$ cat config.mk
export PLATFORM = sky130hd
export DESIGN_NAME = assembly_text_tokenizer_core
export DESIGN_NICKNAME = d
export VERILOG_FILES = /design/src/rtl/att_pkg.sv /design/src/rtl/assembly_text_tokenizer_core.sv
export SDC_FILE = /design/constraint.sdc
export NUM_CORES = 1
export LEC_CHECK = 0
export BUFFER_PORTS_ARGS = -buffer_cell sky130_fd_sc_hd__clkbuf_2
export CAP_MARGIN = 15
export CORE_MARGIN = 4
export CORE_UTILIZATION = 39
export DETAILED_ROUTE_END_ITERATION = 12
export GPL_ROUTABILITY_DRIVEN = 0
export SLEW_MARGIN = 20
export SYNTH_ARGS = -nofsm -noshare
export SYNTH_HDL_FRONTEND = slang
export SYNTH_SLANG_ARGS = --single-unit
$ cat constraint.sdc
create_clock -name clk -period 9 [get_ports clk]
set_input_delay 1.8 -clock clk [delete_from_list [all_inputs] [get_ports clk]]
set_output_delay 1.8 -clock clk [all_outputs]
set_load 0.005 [all_outputs]
$ cat src/rtl/att_pkg.sv
package att_pkg;

  localparam int unsigned LEXEME_CAPACITY_DEFAULT = 8;
  localparam int unsigned LEX_BYTES = 7;
  localparam int unsigned MNEM_COUNT = 18;

  typedef enum logic [3:0] {
    KIND_EOL    = 4'd0,
    KIND_REG_A  = 4'd1,
    KIND_REG_B  = 4'd2,
    KIND_REG_I  = 4'd3,
    KIND_LBRACK = 4'd4,
    KIND_RBRACK = 4'd5,
    KIND_COMMA  = 4'd6,
    KIND_COLON  = 4'd7,
    KIND_LABEL  = 4'd8,
    KIND_INSTR  = 4'd9,
    KIND_CONST  = 4'd10,
    KIND_END    = 4'd11,
    KIND_ERROR  = 4'd12
  } att_kind_t;

  typedef struct packed {
    logic       req_type;
    logic [7:0] character;
  } att_char_t;

  typedef struct packed {
    logic [3:0]  token_kind;
    logic [55:0] lexeme_text;
    logic [2:0]  lexeme_length;
    logic [7:0]  opcode;
    logic        last_of_run;
  } att_token_t;

  typedef struct packed {
    logic       hit;
    logic [7:0] op;
  } att_mnem_hit_t;

  localparam logic [7:0] CH_TAB   = 8'h09;
  localparam logic [7:0] CH_LF    = 8'h0A;
  localparam logic [7:0] CH_VT    = 8'h0B;
  localparam logic [7:0] CH_FF    = 8'h0C;
  localparam logic [7:0] CH_CR    = 8'h0D;
  localparam logic [7:0] CH_SPACE = 8'h20;
  localparam logic [7:0] CH_H     = 8'h48;

  // mnemonic text packed with the first character in the low byte
  localparam logic [23:0] MNEM_TEXT [MNEM_COUNT] = '{
    {"D", "D", "A"}, {"B", "U", "S"}, {"P", "M", "C"}, {"C", "N", "I"},
    {"C", "E", "D"}, {"D", "N", "A"}, {8'h00, "R", "O"}, {"T", "O", "N"},
    {"R", "H", "S"}, {"L", "H", "S"}, {"P", "M", "J"}, {8'h00, "Z", "J"},
    {8'h00, "S", "J"}, {8'h00, "C", "J"}, {8'h00, "O", "J"}, {8'h00, "P", "J"},
    {"V", "O", "M"}, {"P", "O", "N"}
  };

  localparam logic [2:0] MNEM_LEN [MNEM_COUNT] = '{
    3'd3, 3'd3, 3'd3, 3'd3, 3'd3, 3'd3, 3'd2, 3'd3, 3'd3, 3'd3,
    3'd3, 3'd2, 3'd2, 3'd2, 3'd2, 3'd2, 3'd3, 3'd3
  };

  localparam logic [7:0] MNEM_OP [MNEM_COUNT] = '{
    8'h00, 8'h10, 8'h20, 8'h30, 8'h40, 8'h50, 8'h60, 8'h70, 8'h80, 8'h90,
    8'hA0, 8'hA1, 8'hA2, 8'hA3, 8'hA4, 8'hA5, 8'hB0, 8'hFF
  };

  function automatic att_mnem_hit_t mnem_lookup(input logic [55:0] text,
                                                input logic [2:0] len);
    att_mnem_hit_t r;
    r = '0;
    for (int i = 0; i < MNEM_COUNT; i++) begin
      if (len == MNEM_LEN[i] && text == {32'h0, MNEM_TEXT[i]}) begin
        r.hit = 1'b1;
        r.op  = MNEM_OP[i];
      end
    end
    return r;
  endfunction

  function automatic att_token_t plain_tok(input att_kind_t kind);
    att_token_t t;
    t = '0;
    t.token_kind = kind;
    return t;
  endfunction

endpackage

$ cat src/rtl/assembly_text_tokenizer_core.sv
// Assembly source tokenizer. One byte (or an end mark) is taken per transfer on the char
// channel and turned into zero, one or two tokens on the token channel. An item is
// accepted when char_ready is high and its tokens appear in the result buffer the next
// cycle, so the block sustains one byte per cycle while each byte gives at most one token
// and tokens are taken at once. The two-entry result buffer sets the rate: a byte that
// gives two tokens holds char_ready low while the second token drains.
// After an error token the block takes bytes but emits nothing until reset.
module assembly_text_tokenizer_core
  import att_pkg::*;
#(
  parameter int unsigned LEXEME_CAPACITY = LEXEME_CAPACITY_DEFAULT
) (
  input  logic       clk,
  input  logic       rst,
  input  logic       char_valid,
  output logic       char_ready,
  input  att_char_t  char_item,
  output logic       token_valid,
  input  logic       token_ready,
  output att_token_t token_item
);

  localparam logic [2:0] PUT_LIMIT =
    3'((LEXEME_CAPACITY - 1 < LEX_BYTES) ? LEXEME_CAPACITY - 1 : LEX_BYTES);

  typedef enum logic [4:0] {
    MODE_START    = 5'b00001,
    MODE_READING  = 5'b00010,
    MODE_PEND_REG = 5'b00100,
    MODE_PEND_H   = 5'b01000,
    MODE_HALTED   = 5'b10000
  } mode_t;

  mode_t       mode, mode_next;
  logic [55:0] store, store_next;
  logic [2:0]  count, count_next;
  logic [1:0]  preg, preg_next;

  att_token_t slot0, slot1;
  logic [1:0] fill;

  logic       accept, out_xfer;
  logic       is_end;
  logic [7:0] ch;
  logic       ch_blank, ch_letter, ch_alnum;
  logic [55:0] store_app;
  att_mnem_hit_t mnem;
  att_token_t    lex_tok;
  logic [7:0]    reg_letter;

  // start-mode action on the current byte
  logic       st_n;
  att_token_t st_tok;
  mode_t      st_mode;
  logic [55:0] st_store;
  logic [2:0] st_count;
  logic [1:0] st_preg;

  // reading-mode action on the current byte
  logic [1:0] rd_n;
  att_token_t rd_tok0, rd_tok1;
  mode_t      rd_mode;
  logic [55:0] rd_store;
  logic [2:0] rd_count;

  logic [1:0] n_res;
  att_token_t tok0, tok1, tok0_out, tok1_out;

  assign is_end = char_item.req_type;
  assign ch = (char_item.character >= "a" && char_item.character <= "z") ?
              char_item.character - 8'd32 : char_item.character;
  assign ch_blank = (ch == CH_SPACE) || (ch == CH_TAB) || (ch == CH_LF) ||
                    (ch == CH_CR) || (ch == CH_VT) || (ch == CH_FF);
  assign ch_letter = (ch >= "A") && (ch <= "Z");
  assign ch_alnum  = ch_letter || ((ch >= "0") && (ch <= "9"));

  always_comb begin
    store_app = store;
    for (int i = 0; i < LEX_BYTES; i++) begin
      if (count == 3'(i)) store_app[8*i +: 8] = ch;
    end
  end

  assign mnem = mnem_lookup(store, count);

  always_comb begin
    lex_tok = '0;
    lex_tok.token_kind    = mnem.hit ? KIND_INSTR : KIND_LABEL;
    lex_tok.lexeme_text   = store;
    lex_tok.lexeme_length = count;
    lex_tok.opcode        = mnem.hit ? mnem.op : 8'h00;
  end

  always_comb begin
    unique case (preg)
      2'd2:    reg_letter = "B";
      2'd3:    reg_letter = "I";
      default: reg_letter = "A";
    endcase
  end

  always_comb begin
    st_n     = 1'b0;
    st_tok   = plain_tok(KIND_EOL);
    st_mode  = MODE_START;
    st_store = '0;
    st_count = '0;
    st_preg  = '0;
    priority if (is_end) begin
      st_n   = 1'b1;
      st_tok = plain_tok(KIND_END);
    end else if (ch == CH_LF) begin
      st_n   = 1'b1;
      st_tok = plain_tok(KIND_EOL);
    end else if (ch_blank) begin
      // other blanks are skipped
      st_n = 1'b0;
    end else if (ch == "A") begin
      st_mode = MODE_PEND_REG;
      st_preg = 2'd1;
    end else if (ch == "B") begin
      st_mode = MODE_PEND_REG;
      st_preg = 2'd2;
    end else if (ch == "I") begin
      st_mode = MODE_PEND_REG;
      st_preg = 2'd3;
    end else if (ch == "[") begin
      st_n   = 1'b1;
      st_tok = plain_tok(KIND_LBRACK);
    end else if (ch == "]") begin
      st_n   = 1'b1;
      st_tok = plain_tok(KIND_RBRACK);
    end else if (ch == ",") begin
      st_n   = 1'b1;
      st_tok = plain_tok(KIND_COMMA);
    end else if (ch == ":") begin
      st_n   = 1'b1;
      st_tok = plain_tok(KIND_COLON);
    end else if (ch_alnum) begin
      st_mode  = MODE_READING;
      st_store = {48'h0, ch};
      st_count = 3'd1;
    end else begin
      st_n    = 1'b1;
      st_tok  = plain_tok(KIND_ERROR);
      st_mode = MODE_HALTED;
    end
  end

  always_comb begin
    rd_n     = 2'd0;
    rd_tok0  = plain_tok(KIND_ERROR);
    rd_tok1  = plain_tok(KIND_ERROR);
    rd_mode  = MODE_READING;
    rd_store = store;
    rd_count = count;
    priority if (!is_end && count == 3'd2 && ch == CH_H) begin
      // possible constant: wait for its delimiter
      rd_mode  = MODE_PEND_H;
      rd_store = store_app;
      rd_count = count + 3'd1;
    end else if (!is_end && ch_alnum) begin
      if (count >= PUT_LIMIT) begin
        rd_n     = 2'd1;
        rd_mode  = MODE_HALTED;
        rd_store = '0;
        rd_count = '0;
      end else begin
        rd_store = store_app;
        rd_count = count + 3'd1;
      end
    end else if (is_end || ch_blank) begin
      rd_tok0  = lex_tok;
      rd_mode  = MODE_START;
      rd_store = '0;
      rd_count = '0;
      if (is_end) begin
        rd_n    = 2'd2;
        rd_tok1 = plain_tok(KIND_END);
      end else if (ch == CH_LF) begin
        rd_n    = 2'd2;
        rd_tok1 = plain_tok(KIND_EOL);
      end else begin
        rd_n = 2'd1;
      end
    end else if (ch == ":") begin
      // a lexeme before a colon is always a label
      rd_n                = 2'd2;
      rd_tok0             = lex_tok;
      rd_tok0.token_kind  = KIND_LABEL;
      rd_tok0.opcode      = 8'h00;
      rd_tok1             = plain_tok(KIND_COLON);
      rd_mode             = MODE_START;
      rd_store            = '0;
      rd_count            = '0;
    end else begin
      rd_n     = 2'd1;
      rd_mode  = MODE_HALTED;
      rd_store = '0;
      rd_count = '0;
    end
  end

  always_comb begin
    n_res      = 2'd0;
    tok0       = plain_tok(KIND_ERROR);
    tok1       = plain_tok(KIND_ERROR);
    mode_next  = mode;
    store_next = store;
    count_next = count;
    preg_next  = preg;
    unique case (mode)
      MODE_START: begin
        n_res      = {1'b0, st_n};
        tok0       = st_tok;
        mode_next  = st_mode;
        store_next = st_store;
        count_next = st_count;
        preg_next  = st_preg;
      end
      MODE_READING: begin
        n_res      = rd_n;
        tok0       = rd_tok0;
        tok1       = rd_tok1;
        mode_next  = rd_mode;
        store_next = rd_store;
        count_next = rd_count;
      end
      MODE_PEND_REG: begin
        if (!is_end && ch_letter) begin
          // the register letter was the start of a longer lexeme
          mode_next  = MODE_READING;
          store_next = {40'h0, ch, reg_letter};
          count_next = 3'd2;
          preg_next  = '0;
        end else begin
          n_res      = st_n ? 2'd2 : 2'd1;
          tok0       = plain_tok((preg == 2'd0) ? KIND_REG_A : att_kind_t'({2'b00, preg}));
          tok1       = st_tok;
          mode_next  = st_mode;
          store_next = st_store;
          count_next = st_count;
          preg_next  = st_preg;
        end
      end
      MODE_PEND_H: begin
        if (!is_end && (ch_blank || ch == ",")) begin
          n_res              = st_n ? 2'd2 : 2'd1;
          tok0               = lex_tok;
          tok0.token_kind    = KIND_CONST;
          tok0.opcode        = 8'h00;
          tok1               = st_tok;
          mode_next          = st_mode;
          store_next         = st_store;
          count_next         = st_count;
          preg_next          = st_preg;
        end else begin
          n_res      = rd_n;
          tok0       = rd_tok0;
          tok1       = rd_tok1;
          mode_next  = rd_mode;
          store_next = rd_store;
          count_next = rd_count;
        end
      end
      default: begin
        mode_next = MODE_HALTED;
      end
    endcase
  end

  always_comb begin
    tok0_out             = tok0;
    tok0_out.last_of_run = (n_res == 2'd1);
    tok1_out             = tok1;
    tok1_out.last_of_run = 1'b1;
  end

  // a new item is taken only when the result buffer is empty by the next edge
  assign char_ready  = (fill == 2'd0) || (fill == 2'd1 && token_ready);
  assign accept      = char_valid && char_ready;
  assign token_valid = (fill != 2'd0);
  assign out_xfer    = token_valid && token_ready;
  assign token_item  = slot0;

  always_ff @(posedge clk) begin
    if (rst) begin
      mode  <= MODE_START;
      store <= '0;
      count <= '0;
      preg  <= '0;
      fill  <= '0;
    end else begin
      if (accept) begin
        mode  <= mode_next;
        store <= store_next;
        count <= count_next;
        preg  <= preg_next;
        fill  <= n_res;
      end else if (out_xfer) begin
        fill <= fill - 2'd1;
      end
    end
  end

  always_ff @(posedge clk) begin
    if (accept) begin
      slot0 <= tok0_out;
      slot1 <= tok1_out;
    end else if (out_xfer) begin
      slot0 <= slot1;
    end
  end

endmodule

==> run_results.csv, run 1 <==
group,metric,value,unit
yosys,yosysUniqueCellTypes,78,
setup_path,r2r_end,"token_item[7]",
yosys,count_of_synthesis_stage_warnings_from_yosys,0,
placement,port_bufs,86,
power,leakage,0.00317,uW
yosys,asyncSetResetFlopFracSynth,0,
timing,layout_min_cycle_time,4.29,ns
hold_path,whs_endpoint,"store[30]",
setup_path,timing.critical_path.slowest_stage_cell,"sky130_fd_sc_hd__o21ai_1",
hold_path,class_of_the_tightest_hold_or_removal_check,"reg -> reg",
routing,via_per_inst,5.82,
setup_path,required,9.16,ns
timing,drv_slew,0,
floorplanning,floorplan.initialDensity,0.403,
global_routing,grt_max_degree,77,
power,internal-power,1270,uW
power,p_per_area,212,mW/mm^2
hold_path,hold_path_depth,2,
cells_and_area,post-route-cell-area,0.00830,mm^2
cts,cts_tree,"yes",
global_routing,first_pass_grt_wire_length,30400,um
timing,worst_slack,4.71,ns
yosys,syn_nets,714,
routing,detailedRoute.firstIterationViolations,722,
cells_and_area,finish.utilization,0.475,
yosys,synth_top_flop_cell,"sky130_fd_sc_hd__edfxtp_1",
timing,period_share,0.477,
floorplanning,floorplan.core_area,0.0175,mm^2
floorplanning,die_x,142,um
placement,post-place-cells,977,
floorplanning,placement_rows,48,
cells_and_area,final_net_count,793,
floorplanning,floorplan.die_area,0.0203,mm^2
cts,post_cts.repair.setup_buffers,0,
timing,tightestPinTransition,0.994,ns
setup_path,critical_path.reg2reg.startpoint,"count[2]",
power,portion_of_total_power_attributed_to_combinational_logic,0.135,
cts,cts_inserted_buffers,17,
cts,clk-insertion-delay-late,0.42,ns
global_routing,grt_pass1_vias,5539,
cts,hold_buffers,0,
global_routing,grt_antenna_before_repair,0,
timing,achievable-frequency,0.233,GHz
floorplanning,floorplan.io_pins,87,
timing,timing.final.setup_violations,0,
cts,cts-root-buf,"sky130_fd_sc_hd__clkbuf_16",
timing,clk_skew,0.0129,ns
cts,htree_levels,4,
job,max-cap-violations,0,
status,status,"finished, final reports clean",
placement,placement.setup.worst_slack,4.31,ns
floorplanning,floorplan.die.height,142,um
yosys,number_of_storage_elements_in_the_synthesis_netlist,144,
setup_path,delay_of_the_slowest_critical_path_stage,0.48,ns
setup_path,crit_path_max_fanout,9,
yosys,synth_edf_count,76,
cells_and_area,area_overhead_of_the_layout_relative_to_synthesis,17.7,%
yosys,post_synthesis_cell_count,692,
power,netSwitchingFraction,0.277,
placement,placed_cell_area,0.00768,mm^2
timing,slew-limit-headroom,0.335,
setup_path,critical_path.endpoint_type,"flop",
setup_path,crit_chain,"clkbuf_2, inv_1, ha_1, or4b_1, o21a_1, o21ai_1, nand2_1, o221ai_1, a2bb2oi_1, nand2_1",
routing,postRouteWirelength,18800,um
power,pwr-share-clk,0.417,
setup_path,critical_path_class,"in -> reg",
timing,grt_setup_unrepaired,"false",
cells_and_area,sequential_standard_cell_area,0.00364,mm^2
cts,clockBufferDepth,2,
cells_and_area,drive_gt1_frac,0.205,
cts,cts.repair.resized,0,
routing,remaining_drc_errors,0,
power,power_frac_seq,0.448,
setup_path,worst_path_most_repeated_cell,"sky130_fd_sc_hd__nand2_1",
cells_and_area,final_standard_cell_count_with_taps_included_and_fillers_excluded,1009,
routing,post_route_ant_nets,0,
placement,place_hpwl,13500,um
cells_and_area,fillerInstances,1614,
timing,timing.final.hold_violations,0,
global_routing,global_route.usage.total,0.188,
setup_path,crit_path_start_kind,"input pin",
yosys,syn_area,0.00705,mm^2
yosys,ys_seq_area_frac,0.517,
cells_and_area,num_antenna_cells,0,
cts,clock_sink_count,144,
power,ir_drop,0.142,mV
cells_and_area,multiInputGateArea,0.00321,mm^2
routing,routed-via-count,5869,
yosys,synth.avg_cell_area,10.2,um^2
setup_path,rrSetupSlack,5.70,ns
setup_path,worst-endpoint-arrival,4.45,ns
timing,fin_tns_setup,0,ns
routing,avgRoutedWirePerCell,18.6,um
setup_path,critPathLaunch,"char_item[5]",
setup_path,timing.reg2reg.worst_path_depth,9,
power,p_switching,486,uW
hold_path,holdCritStartpoint,"store[30]",
global_routing,total_congestion_overflow,0,
routing,dr.pass1.iters,6,
cts,cts.reportedPaths.clkPinSlew,0.07,ns
state kept, by name, summed over array words and instances (netlist names):
name,cells
count,3
mode,5
token_item,72
fill,2
slot1,4
preg,2
store,56
stage by stage:
stage          total power [uW]  hold slack [ns]
2_1_floorplan               934            0.439
3_3_place_gp               1040            0.459
3_5_place_dp               1040            0.466
4_1_cts                    1770            0.487
5_1_grt                    1830            0.506
6_report                   1760            0.489
logic make-up after synthesis:
kind of cell,Yosys count,synth area share
buffers and inverters,53,0.0295
XOR/XNOR,3,0.00373
adder cells (fa/ha/maj),9,0.0160
AND/OR/NAND/NOR,317,0.256
AO/OA/AOI/OAI,164,0.175
multiplexers,2,0.00319
flip-flops,144,0.517
worst max-delay path by stage:
stage | to | slack [ns] | cells past startpoint
finish | token_item[0] | 4.71 | 10
global route | preg[0] | 4.43 | 10
CTS | store[54] | 4.75 | 11
detailed placement | store[54] | 4.31 | 11
global placement | store[53] | 4.42 | 11
floorplan | store[45] | 4.92 | 10
power groups by stage:
| stage | combinational (uW) | clock [uW] | sequential [uW] |
|---|---|---|---|
| 2_1_floorplan | 128 | 0 | 806 |
| 3_5_place_dp | 239 | 0 | 803 |
| 5_1_grt | 263 | 771 | 795 |
| 4_1_cts | 240 | 741 | 789 |
| 6_report | 237 | 732 | 788 |
| 3_3_place_gp | 234 | 0 | 801 |
placed cells by master, fill, tap and decap left out, types with 5 or more instances in the layout:
master,n
sky130_fd_sc_hd__nand2b_1,6
sky130_fd_sc_hd__nor4_1,17
sky130_fd_sc_hd__clkbuf_16,17
sky130_fd_sc_hd__a31oi_1,9
sky130_fd_sc_hd__ha_1,9
sky130_fd_sc_hd__and3_1,5
sky130_fd_sc_hd__nor3b_1,5
sky130_fd_sc_hd__a22o_1,40
sky130_fd_sc_hd__edfxtp_1,76
sky130_fd_sc_hd__nor2b_1,15
sky130_fd_sc_hd__nand4_1,11
sky130_fd_sc_hd__clkbuf_2,86
sky130_fd_sc_hd__o21ai_0,27
sky130_fd_sc_hd__nand3_1,30
sky130_fd_sc_hd__dfxtp_1,68
sky130_fd_sc_hd__inv_8,6
sky130_fd_sc_hd__a21oi_1,24
sky130_fd_sc_hd__nor3_1,19
sky130_fd_sc_hd__and2_1,66
sky130_fd_sc_hd__nand2_1,46
sky130_fd_sc_hd__or4_1,5
sky130_fd_sc_hd__inv_1,21
sky130_fd_sc_hd__nor2_1,50
sky130_fd_sc_hd__nor2_2,10
synth_stat cells, types with 5 or more instances:
library cell | instances | area [um^2]
sky130_fd_sc_hd__nor4_1 | 17 | 106
sky130_fd_sc_hd__a31oi_1 | 9 | 56.3
sky130_fd_sc_hd__o21ai_0 | 27 | 135
sky130_fd_sc_hd__nor2_2 | 10 | 62.6
sky130_fd_sc_hd__dfxtp_1 | 68 | 1360
sky130_fd_sc_hd__and2_1 | 66 | 413
sky130_fd_sc_hd__nor2b_1 | 15 | 93.8
sky130_fd_sc_hd__a21oi_1 | 24 | 120
sky130_fd_sc_hd__ha_1 | 9 | 113
sky130_fd_sc_hd__nand3_1 | 30 | 150
sky130_fd_sc_hd__clkbuf_1 | 26 | 97.6
sky130_fd_sc_hd__nor3_1 | 19 | 95.1
sky130_fd_sc_hd__nor2_1 | 50 | 188
sky130_fd_sc_hd__inv_1 | 21 | 78.8
sky130_fd_sc_hd__and3_1 | 5 | 31.3
sky130_fd_sc_hd__nor3b_1 | 5 | 37.5
sky130_fd_sc_hd__edfxtp_1 | 76 | 2280
sky130_fd_sc_hd__or4_1 | 5 | 37.5
sky130_fd_sc_hd__a22o_1 | 40 | 350
sky130_fd_sc_hd__nand4_1 | 11 | 68.8
sky130_fd_sc_hd__nand2_1 | 46 | 173
sky130_fd_sc_hd__nand2b_1 | 6 | 37.5
final cells by class:
class                   instances  area share
clock buffers                  17      0.0513
clock inverters                15      0.0231
inverters                      23      0.0104
multi-input cells             495       0.387
flip-flops and latches        144       0.439
well taps                     225      0.0339
repair buffers                 90      0.0555
worst max-delay path, delay by kind of cell:
kind | cells | cell delay, ns
AO/OA/AOI/OAI | 4 | 1.31
buffers and inverters | 2 | 0.25
adder cells (fa/ha/maj) | 1 | 0.32
AND/OR/NAND/NOR | 3 | 0.76
routing by layer:
layer,track usage,part of all wire,vias up
li1,-,-,2756
met1,0.260,0.44,2804
met2,0.296,0.46,262
met3,0.0393,0.080,47
met4,0.0620,0.022,0
met5,0,0,-
Note: power is estimated with default switching activity, not from simulation.
==> inputs of run 2 (changes only) <==
ABC_AREA = 1   (was default)
clock period = 3.75 ns   (was 9 ns; I/O delays follow)
==> run 2 against run 1 <==
  * Count of clock-buffer cells in the layout up 6
  * Synthesized cell count up 46%
  * Global-route usage up 0.52 points
  * Critical endpoint is now store[3]
  * Largest cell class is now multi-input gates
  * Largest power group unchanged
==> run_results.csv, run 2 <==
group,metric,value,unit
power,internal-power,3590,uW
power,power_frac_seq,0.427,
timing,hold_worst_slack,0.465,ns
floorplanning,floorplan.die_area,0.0232,mm^2
yosys,synth_edf_count,76,
timing,timing.final.setup_violations,0,
floorplanning,placement_rows,52,
hold_path,hold_path_depth,2,
timing,period_share,0.824,
cells_and_area,area_overhead_of_the_layout_relative_to_synthesis,16.6,%
yosys,synth.avg_cell_area,8.04,um^2
routing,routed-via-count,7351,
setup_path,category_of_cells_accounting_for_the_largest_share_of_critical_path_delay,"simple AND/OR/NAND/NOR gates",
power,p_switching,1560,uW
setup_path,crit_chain,"nor2_1, nand2_1, nor3_2, inv_1, nand2_1, nor2_1, a21oi_2, buf_4, clkinv_2, nor2_2, a41oi_1, a31oi_1",
yosys,synth.area.top_cells,"sky130_fd_sc_hd__edfxtp_1, sky130_fd_sc_hd__dfxtp_1, sky130_fd_sc_hd__nand2_1",
setup_path,crit_path_max_fanout,22,
yosys,asyncSetResetFlopFracSynth,0,
floorplanning,die_x,152,um
setup_path,crit_path_start_kind,"flop",
cts,cts_tree,"yes",
setup_path,required,4.10,ns
status,status,"finished, final reports clean",
routing,dr.pass1.iters,5,
global_routing,total_congestion_overflow,0,
power,netSwitchingFraction,0.303,
floorplanning,floorplan.die.height,152,um
job,max-cap-violations,0,
timing,tightestPinTransition,0.971,ns
cts,clock_sink_count,144,
cts,hold_buffers,0,
setup_path,critical_path.endpoint_type,"flop",
yosys,synthAdderAreaFrac,0.0139,
timing,grt_setup_unrepaired,"false",
global_routing,global_route.usage.total,0.193,
yosys,synth_most_common_cell,"sky130_fd_sc_hd__nand2_1",
routing,remaining_drc_errors,0,
yosys,syn_nets,1033,
setup_path,worst-endpoint-arrival,3.44,ns
yosys,yosysUniqueCellTypes,43,
yosys,synth_xor_xnor_area_share,0.00108,
power,p_per_area,544,mW/mm^2
cells_and_area,post-route-cell-area,0.00948,mm^2
power,ir_drop,0.508,mV
global_routing,first_pass_grt_wire_length,36900,um
setup_path,timing.critical_path.slowest_stage_cell,"sky130_fd_sc_hd__nor2_2",
yosys,post_synthesis_cell_count,1011,
yosys,synthSimpleGateAreaFrac,0.294,
timing,slew-limit-headroom,0.352,
setup_path,timing.reg2reg.worst_path_depth,12,
cts,clockBufferDepth,2,
yosys,synth_largest_area_cell,"sky130_fd_sc_hd__edfxtp_1",
yosys,count_of_synthesis_stage_warnings_from_yosys,0,
yosys,synth.top_cells.by_count,"sky130_fd_sc_hd__nand2_1, sky130_fd_sc_hd__inv_1, sky130_fd_sc_hd__nor2_1",
floorplanning,floorplan.core_area,0.0204,mm^2
cts,cts.repair.resized,0,
hold_path,whs_endpoint,"store[25]",
cells_and_area,final_net_count,1111,
cts,post_cts.repair.setup_buffers,0,
hold_path,holdCritStartpoint,"store[25]",
yosys,multiplexer_area_fraction_after_synthesis,0,
timing,drv_slew,0,
timing,worst_slack,0.660,ns
power,leakage,0.00377,uW
yosys,dominant_combinational_cell_family_by_area_after_synthesis,"simple AND/OR/NAND/NOR gates",
setup_path,delay_of_the_slowest_critical_path_stage,0.56,ns
placement,placement.setup.worst_slack,0.301,ns
timing,fin_tns_setup,0,ns
cells_and_area,fillerInstances,2011,
cells_and_area,mostFrequentLayoutCells,"sky130_fd_sc_hd__nand2_1, sky130_fd_sc_hd__inv_1, sky130_fd_sc_hd__clkbuf_2",
global_routing,grt_max_degree,77,
hold_path,class_of_the_tightest_hold_or_removal_check,"reg -> reg",
setup_path,critical_path_buf_inv_count,3,
floorplanning,floorplan.initialDensity,0.399,
routing,avgRoutedWirePerCell,16.4,um
yosys,number_of_storage_elements_in_the_synthesis_netlist,144,
cts,cts_inserted_buffers,17,
yosys,ys_seq_area_frac,0.448,
cells_and_area,finish.utilization,0.465,
timing,clk_skew,0.0137,ns
placement,placed_cell_area,0.00886,mm^2
cells_and_area,num_antenna_cells,0,
routing,via_per_inst,5.36,
floorplanning,floorplan.io_pins,87,
yosys,synth_top_flop_cell,"sky130_fd_sc_hd__edfxtp_1",
yosys,synthDominantCellAreaShare,0.281,
global_routing,grt_antenna_before_repair,0,
setup_path,critical_path.reg2reg.startpoint,"mode[2]",
cts,clk-insertion-delay-late,0.43,ns
routing,postRouteWirelength,22500,um
cts,cts.reportedPaths.clkPinSlew,0.06,ns
setup_path,critical_path_class,"reg -> reg",
cells_and_area,largest_reg_flops,72,
routing,detailedRoute.firstIterationViolations,687,
power,portion_of_total_power_attributed_to_combinational_logic,0.226,
timing,timing.final.hold_violations,0,
setup_path,r2r_end,"store[3]",
placement,port_bufs,86,
power,pwr-share-clk,0.347,
cells_and_area,drive_gt1_frac,0.214,
cells_and_area,sequential_standard_cell_area,0.00364,mm^2
cells_and_area,mostFrequentLayoutCell,"sky130_fd_sc_hd__nand2_1",
cells_and_area,multiInputGateArea,0.00377,mm^2
placement,place_hpwl,16100,um
yosys,syn_area,0.00812,mm^2
routing,post_route_ant_nets,0,
setup_path,rrSetupSlack,0.66,ns
cts,cts-root-buf,"sky130_fd_sc_hd__clkbuf_16",
yosys,synth-compound-area-share,0.154,
timing,layout_min_cycle_time,3.09,ns
timing,achievable-frequency,0.324,GHz
global_routing,grt_pass1_vias,6914,
cts,htree_levels,4,
-- run 2: per-stage QoR --
stage	cells	power [uW]
global route	1371	5450
CTS	1371	5220
global placement	1340	3430
floorplan	1011	2890
finish	1371	5160
detailed placement	1340	3430
-- run 2: layer usage --
metal	GRT usage	routed length [um]
met1	0.269	10400
met2	0.301	10300
met3	0.0435	1450
met4	0.0604	454
met5	0	0
-- run 2: final cells by class --
class | count | share of cell area
clock buffers | 23 | 0.0516
clock inverters | 8 | 0.0135
inverters | 122 | 0.0485
multi-input cells | 696 | 0.398
flip-flops and latches | 144 | 0.385
well taps | 270 | 0.0357
repair buffers | 108 | 0.0681
-- run 2: kinds of logic (layout without fill, tap and decap cells) --
group	count (synthesis)	after routing
AOI/OAI and AO/OA	180	180
xor gates and xnor gates	1	1
adders and majority gates	9	9
buffers and inverters	171	261
DFF	144	144
and+or+nand+nor	506	506
-- run 2: worst max path at each step --
stage,end,depth (start not counted),startpoint
2_1_floorplan,fill[0],4,token_ready
5_1_grt,token_item[3],14,store[6]
3_5_place_dp,token_item[47],22,char_item[1]
6_report,store[3],12,mode[2]
3_3_place_gp,token_item[39],22,char_item[1]
4_1_cts,store[3],12,mode[2]
-- run 2: worst reg2reg max path, stage by stage (launching register included) --
cell and delay, ns:
sky130_fd_sc_hd__dfxtp_1 0.33, sky130_fd_sc_hd__nor2_1 0.15, sky130_fd_sc_hd__nand2_1 0.08, sky130_fd_sc_hd__nor3_2 0.35, sky130_fd_sc_hd__inv_1 0.17, sky130_fd_sc_hd__nand2_1 0.14, sky130_fd_sc_hd__nor2_1 0.09, sky130_fd_sc_hd__a21oi_2 0.17
sky130_fd_sc_hd__buf_4 0.26, sky130_fd_sc_hd__clkinv_2 0.33, sky130_fd_sc_hd__nor2_2 0.57, sky130_fd_sc_hd__a41oi_1 0.18, sky130_fd_sc_hd__a31oi_1 0.18
-- run 2: power by group through the flow --
stage               Combinational (uW)  Sequential, uW  Clock, uW
finish                            1160            2200       1790
global route                      1310            2240       1900
CTS                               1190            2210       1820
detailed placement                1190            2240          0
global placement                  1190            2240          0
floorplan                          592            2300          0
==> inputs of run 3 (changes only) <==
clock period = 2.5 ns   (was 3.75 ns; I/O delays follow)
==> run 3 against run 2 <==
  * Critical path depth is 3 higher
  * Register-to-register slack worse by 0.59 ns
  * Clock skew is 0.0024 ns higher
  * Final cell count is 7.5% higher
  * Non-clock buffer count is 102 higher
  * Critical path type unchanged
  * Highest routed layer unchanged
  * Worst hold slack worse by 0.0016 ns
  * Sequential power is 50% higher
  * Power is 49% higher
  * Largest cell class unchanged
==> run_results.csv, run 3 (synthesis gave the netlist of run 2 again) <==
group,metric,value,unit
routing,dr.pass1.iters,5,
placement,place_hpwl,17000,um
cts,clk-insertion-delay-late,0.44,ns
power,power,7680,uW
placement,post-place-cells,1441,
setup_path,r2r_end,"token_item[3]",
routing,avgRoutedWirePerCell,15.9,um
routing,remaining_drc_errors,0,
cts,clock_sink_count,144,
cells_and_area,num_antenna_cells,0,
setup_path,crit_path_max_fanout,8,
setup_path,critical_path.endpoint_type,"flop",
routing,post_route_ant_nets,0,
hold_path,holdCritStartpoint,"store[25]",
status,status,"finished, final reports clean",
hold_path,hold_path_depth,2,
timing,period_share,0.972,
floorplanning,floorplan.core_area,0.0204,mm^2
cells_and_area,area_overhead_of_the_layout_relative_to_synthesis,28.0,%
timing,fin_tns_setup,0,ns
power,leakage,0.00428,uW
placement,port_bufs,86,
floorplanning,die_x,152,um
cts,cts-root-buf,"sky130_fd_sc_hd__clkbuf_16",
setup_path,critical_path_class,"reg -> reg",
cts,cts.reportedPaths.clkPinSlew,0.06,ns
routing,detailedRoute.firstIterationViolations,857,
global_routing,total_congestion_overflow,0,
timing,drv_slew,0,
power,p_per_area,738,mW/mm^2
setup_path,crit_path_start_kind,"flop",
routing,postRouteWirelength,23500,um
cts,cts_inserted_buffers,17,
global_routing,first_pass_grt_wire_length,37900,um
floorplanning,floorplan.die_area,0.0232,mm^2
global_routing,grt_pass1_vias,7415,
placement,placement.setup.worst_slack,-0.264,ns
global_routing,grt_antenna_before_repair,0,
timing,clk_skew,0.0161,ns
cells_and_area,final_net_count,1213,
floorplanning,floorplan.io_pins,87,
timing,timing.final.setup_violations,0,
cells_and_area,mostFrequentLayoutCell,"sky130_fd_sc_hd__nand2_1",
setup_path,required,2.78,ns
cts,cts_tree,"yes",
power,ir_drop,0.593,mV
cells_and_area,mostFrequentLayoutCells,"sky130_fd_sc_hd__nand2_1, sky130_fd_sc_hd__buf_4, sky130_fd_sc_hd__inv_1",
cts,clockBufferDepth,2,
timing,tightestPinTransition,0.669,ns
timing,grt_setup_unrepaired,"true",
setup_path,timing.reg2reg.worst_path_depth,15,
cells_and_area,final_standard_cell_count_with_taps_included_and_fillers_excluded,1474,
routing,routed-via-count,7726,
hold_path,class_of_the_tightest_hold_or_removal_check,"reg -> reg",
hold_path,whs_endpoint,"store[25]",
timing,worst_slack,0.0697,ns
floorplanning,floorplan.die.height,152,um
cts,htree_levels,4,
setup_path,rrSetupSlack,0.07,ns
global_routing,grt_max_degree,103,
timing,achievable-frequency,0.411,GHz
floorplanning,floorplan.initialDensity,0.399,
job,max-cap-violations,0,
cells_and_area,drive_gt1_frac,0.309,
timing,slew-limit-headroom,0.553,
floorplanning,placement_rows,52,
cells_and_area,largest_reg_flops,72,
timing,timing.final.hold_violations,0,
routing,via_per_inst,5.24,
timing,layout_min_cycle_time,2.43,ns
timing,hold_worst_slack,0.464,ns
setup_path,critical_path.reg2reg.startpoint,"store[53]",
global_routing,global_route.usage.total,0.201,
setup_path,worst-endpoint-arrival,2.71,ns
==> run 3: cell count changes in the layout (fill, tap and decap cells not counted), sizes merged <==
cell / before / now
clkbuf: 109 / 103
clkinvlp: 2 / 4
clkinv: 5 / 8
buf: 22 / 125
bufinv: 3 / 1
inv: 120 / 123
==> run 3: worst max-delay path: stages (launching register included) <==
cell and delay (ns):
sky130_fd_sc_hd__dfxtp_2 0.32, sky130_fd_sc_hd__inv_2 0.07, sky130_fd_sc_hd__nand4_1 0.14, sky130_fd_sc_hd__nor4_2 0.30, sky130_fd_sc_hd__buf_4 0.16, sky130_fd_sc_hd__nand2_2 0.05, sky130_fd_sc_hd__buf_6 0.15, sky130_fd_sc_hd__nor2_2 0.11
sky130_fd_sc_hd__nand2_1 0.10, sky130_fd_sc_hd__nor2_2 0.18, sky130_fd_sc_hd__nand4_1 0.17, sky130_fd_sc_hd__nand3_2 0.13, sky130_fd_sc_hd__nor2_1 0.05, sky130_fd_sc_hd__nand2_1 0.11, sky130_fd_sc_hd__nand2_4 0.11, sky130_fd_sc_hd__a21oi_2 0.12
==> run 3: cell type report <==
class / instances / area [um^2]
repair buffers: 210 / 1460
multi-input cells: 696 / 3920
clock buffers: 18 / 439
fillers: 1975 / 9970
well taps: 270 / 338
clock inverters: 14 / 131
flip-flops and latches: 144 / 3650
inverters: 122 / 464
==> run 3: metal layers <==
layer,GRT usage,part of all wire,up-vias
li1,-,-,3825
met1,0.270,0.45,3541
met2,0.320,0.46,300
met3,0.0395,0.059,60
met4,0.0801,0.033,0
met5,0,0,-
==> run 3: repair_timing <==
action,in CTS,in global routing
hold buffers,0,0
endpoints found under the hold margin,0,0
resized for setup,0,38
buffers inserted,0,1
endpoints found under the setup margin,0,62
==> run 3: how the worst max path moves through the flow <==
stage,start,end,slack (ns),cells past startpoint
3_5_place_dp,char_item[3],store[35],-0.26,18
5_1_grt,count[1],token_item[1],-0.05,12
4_1_cts,store[44],token_item[1],0.004,15
6_report,store[53],token_item[3],0.07,15
3_3_place_gp,char_item[3],store[32],-0.23,18
2_1_floorplan,char_item[3],token_item[58],-0.02,24
==> run 3: metrics by stage <==
| stage | utilization | instance area (um^2) |
|---|---|---|
| finish | 0.511 | 10400 |
| global placement | 0.476 | 9700 |
| CTS | 0.504 | 10300 |
| detailed placement | 0.476 | 9700 |
| floorplan | - | 8180 |
| global route | 0.511 | 10400 |
==> run 3: where the power goes <==
| part | switching [uW] | internal [uW] |
|---|---|---|
| clock | 1060 | 1410 |
| sequential | 144 | 3150 |
| combinational | 1250 | 667 |
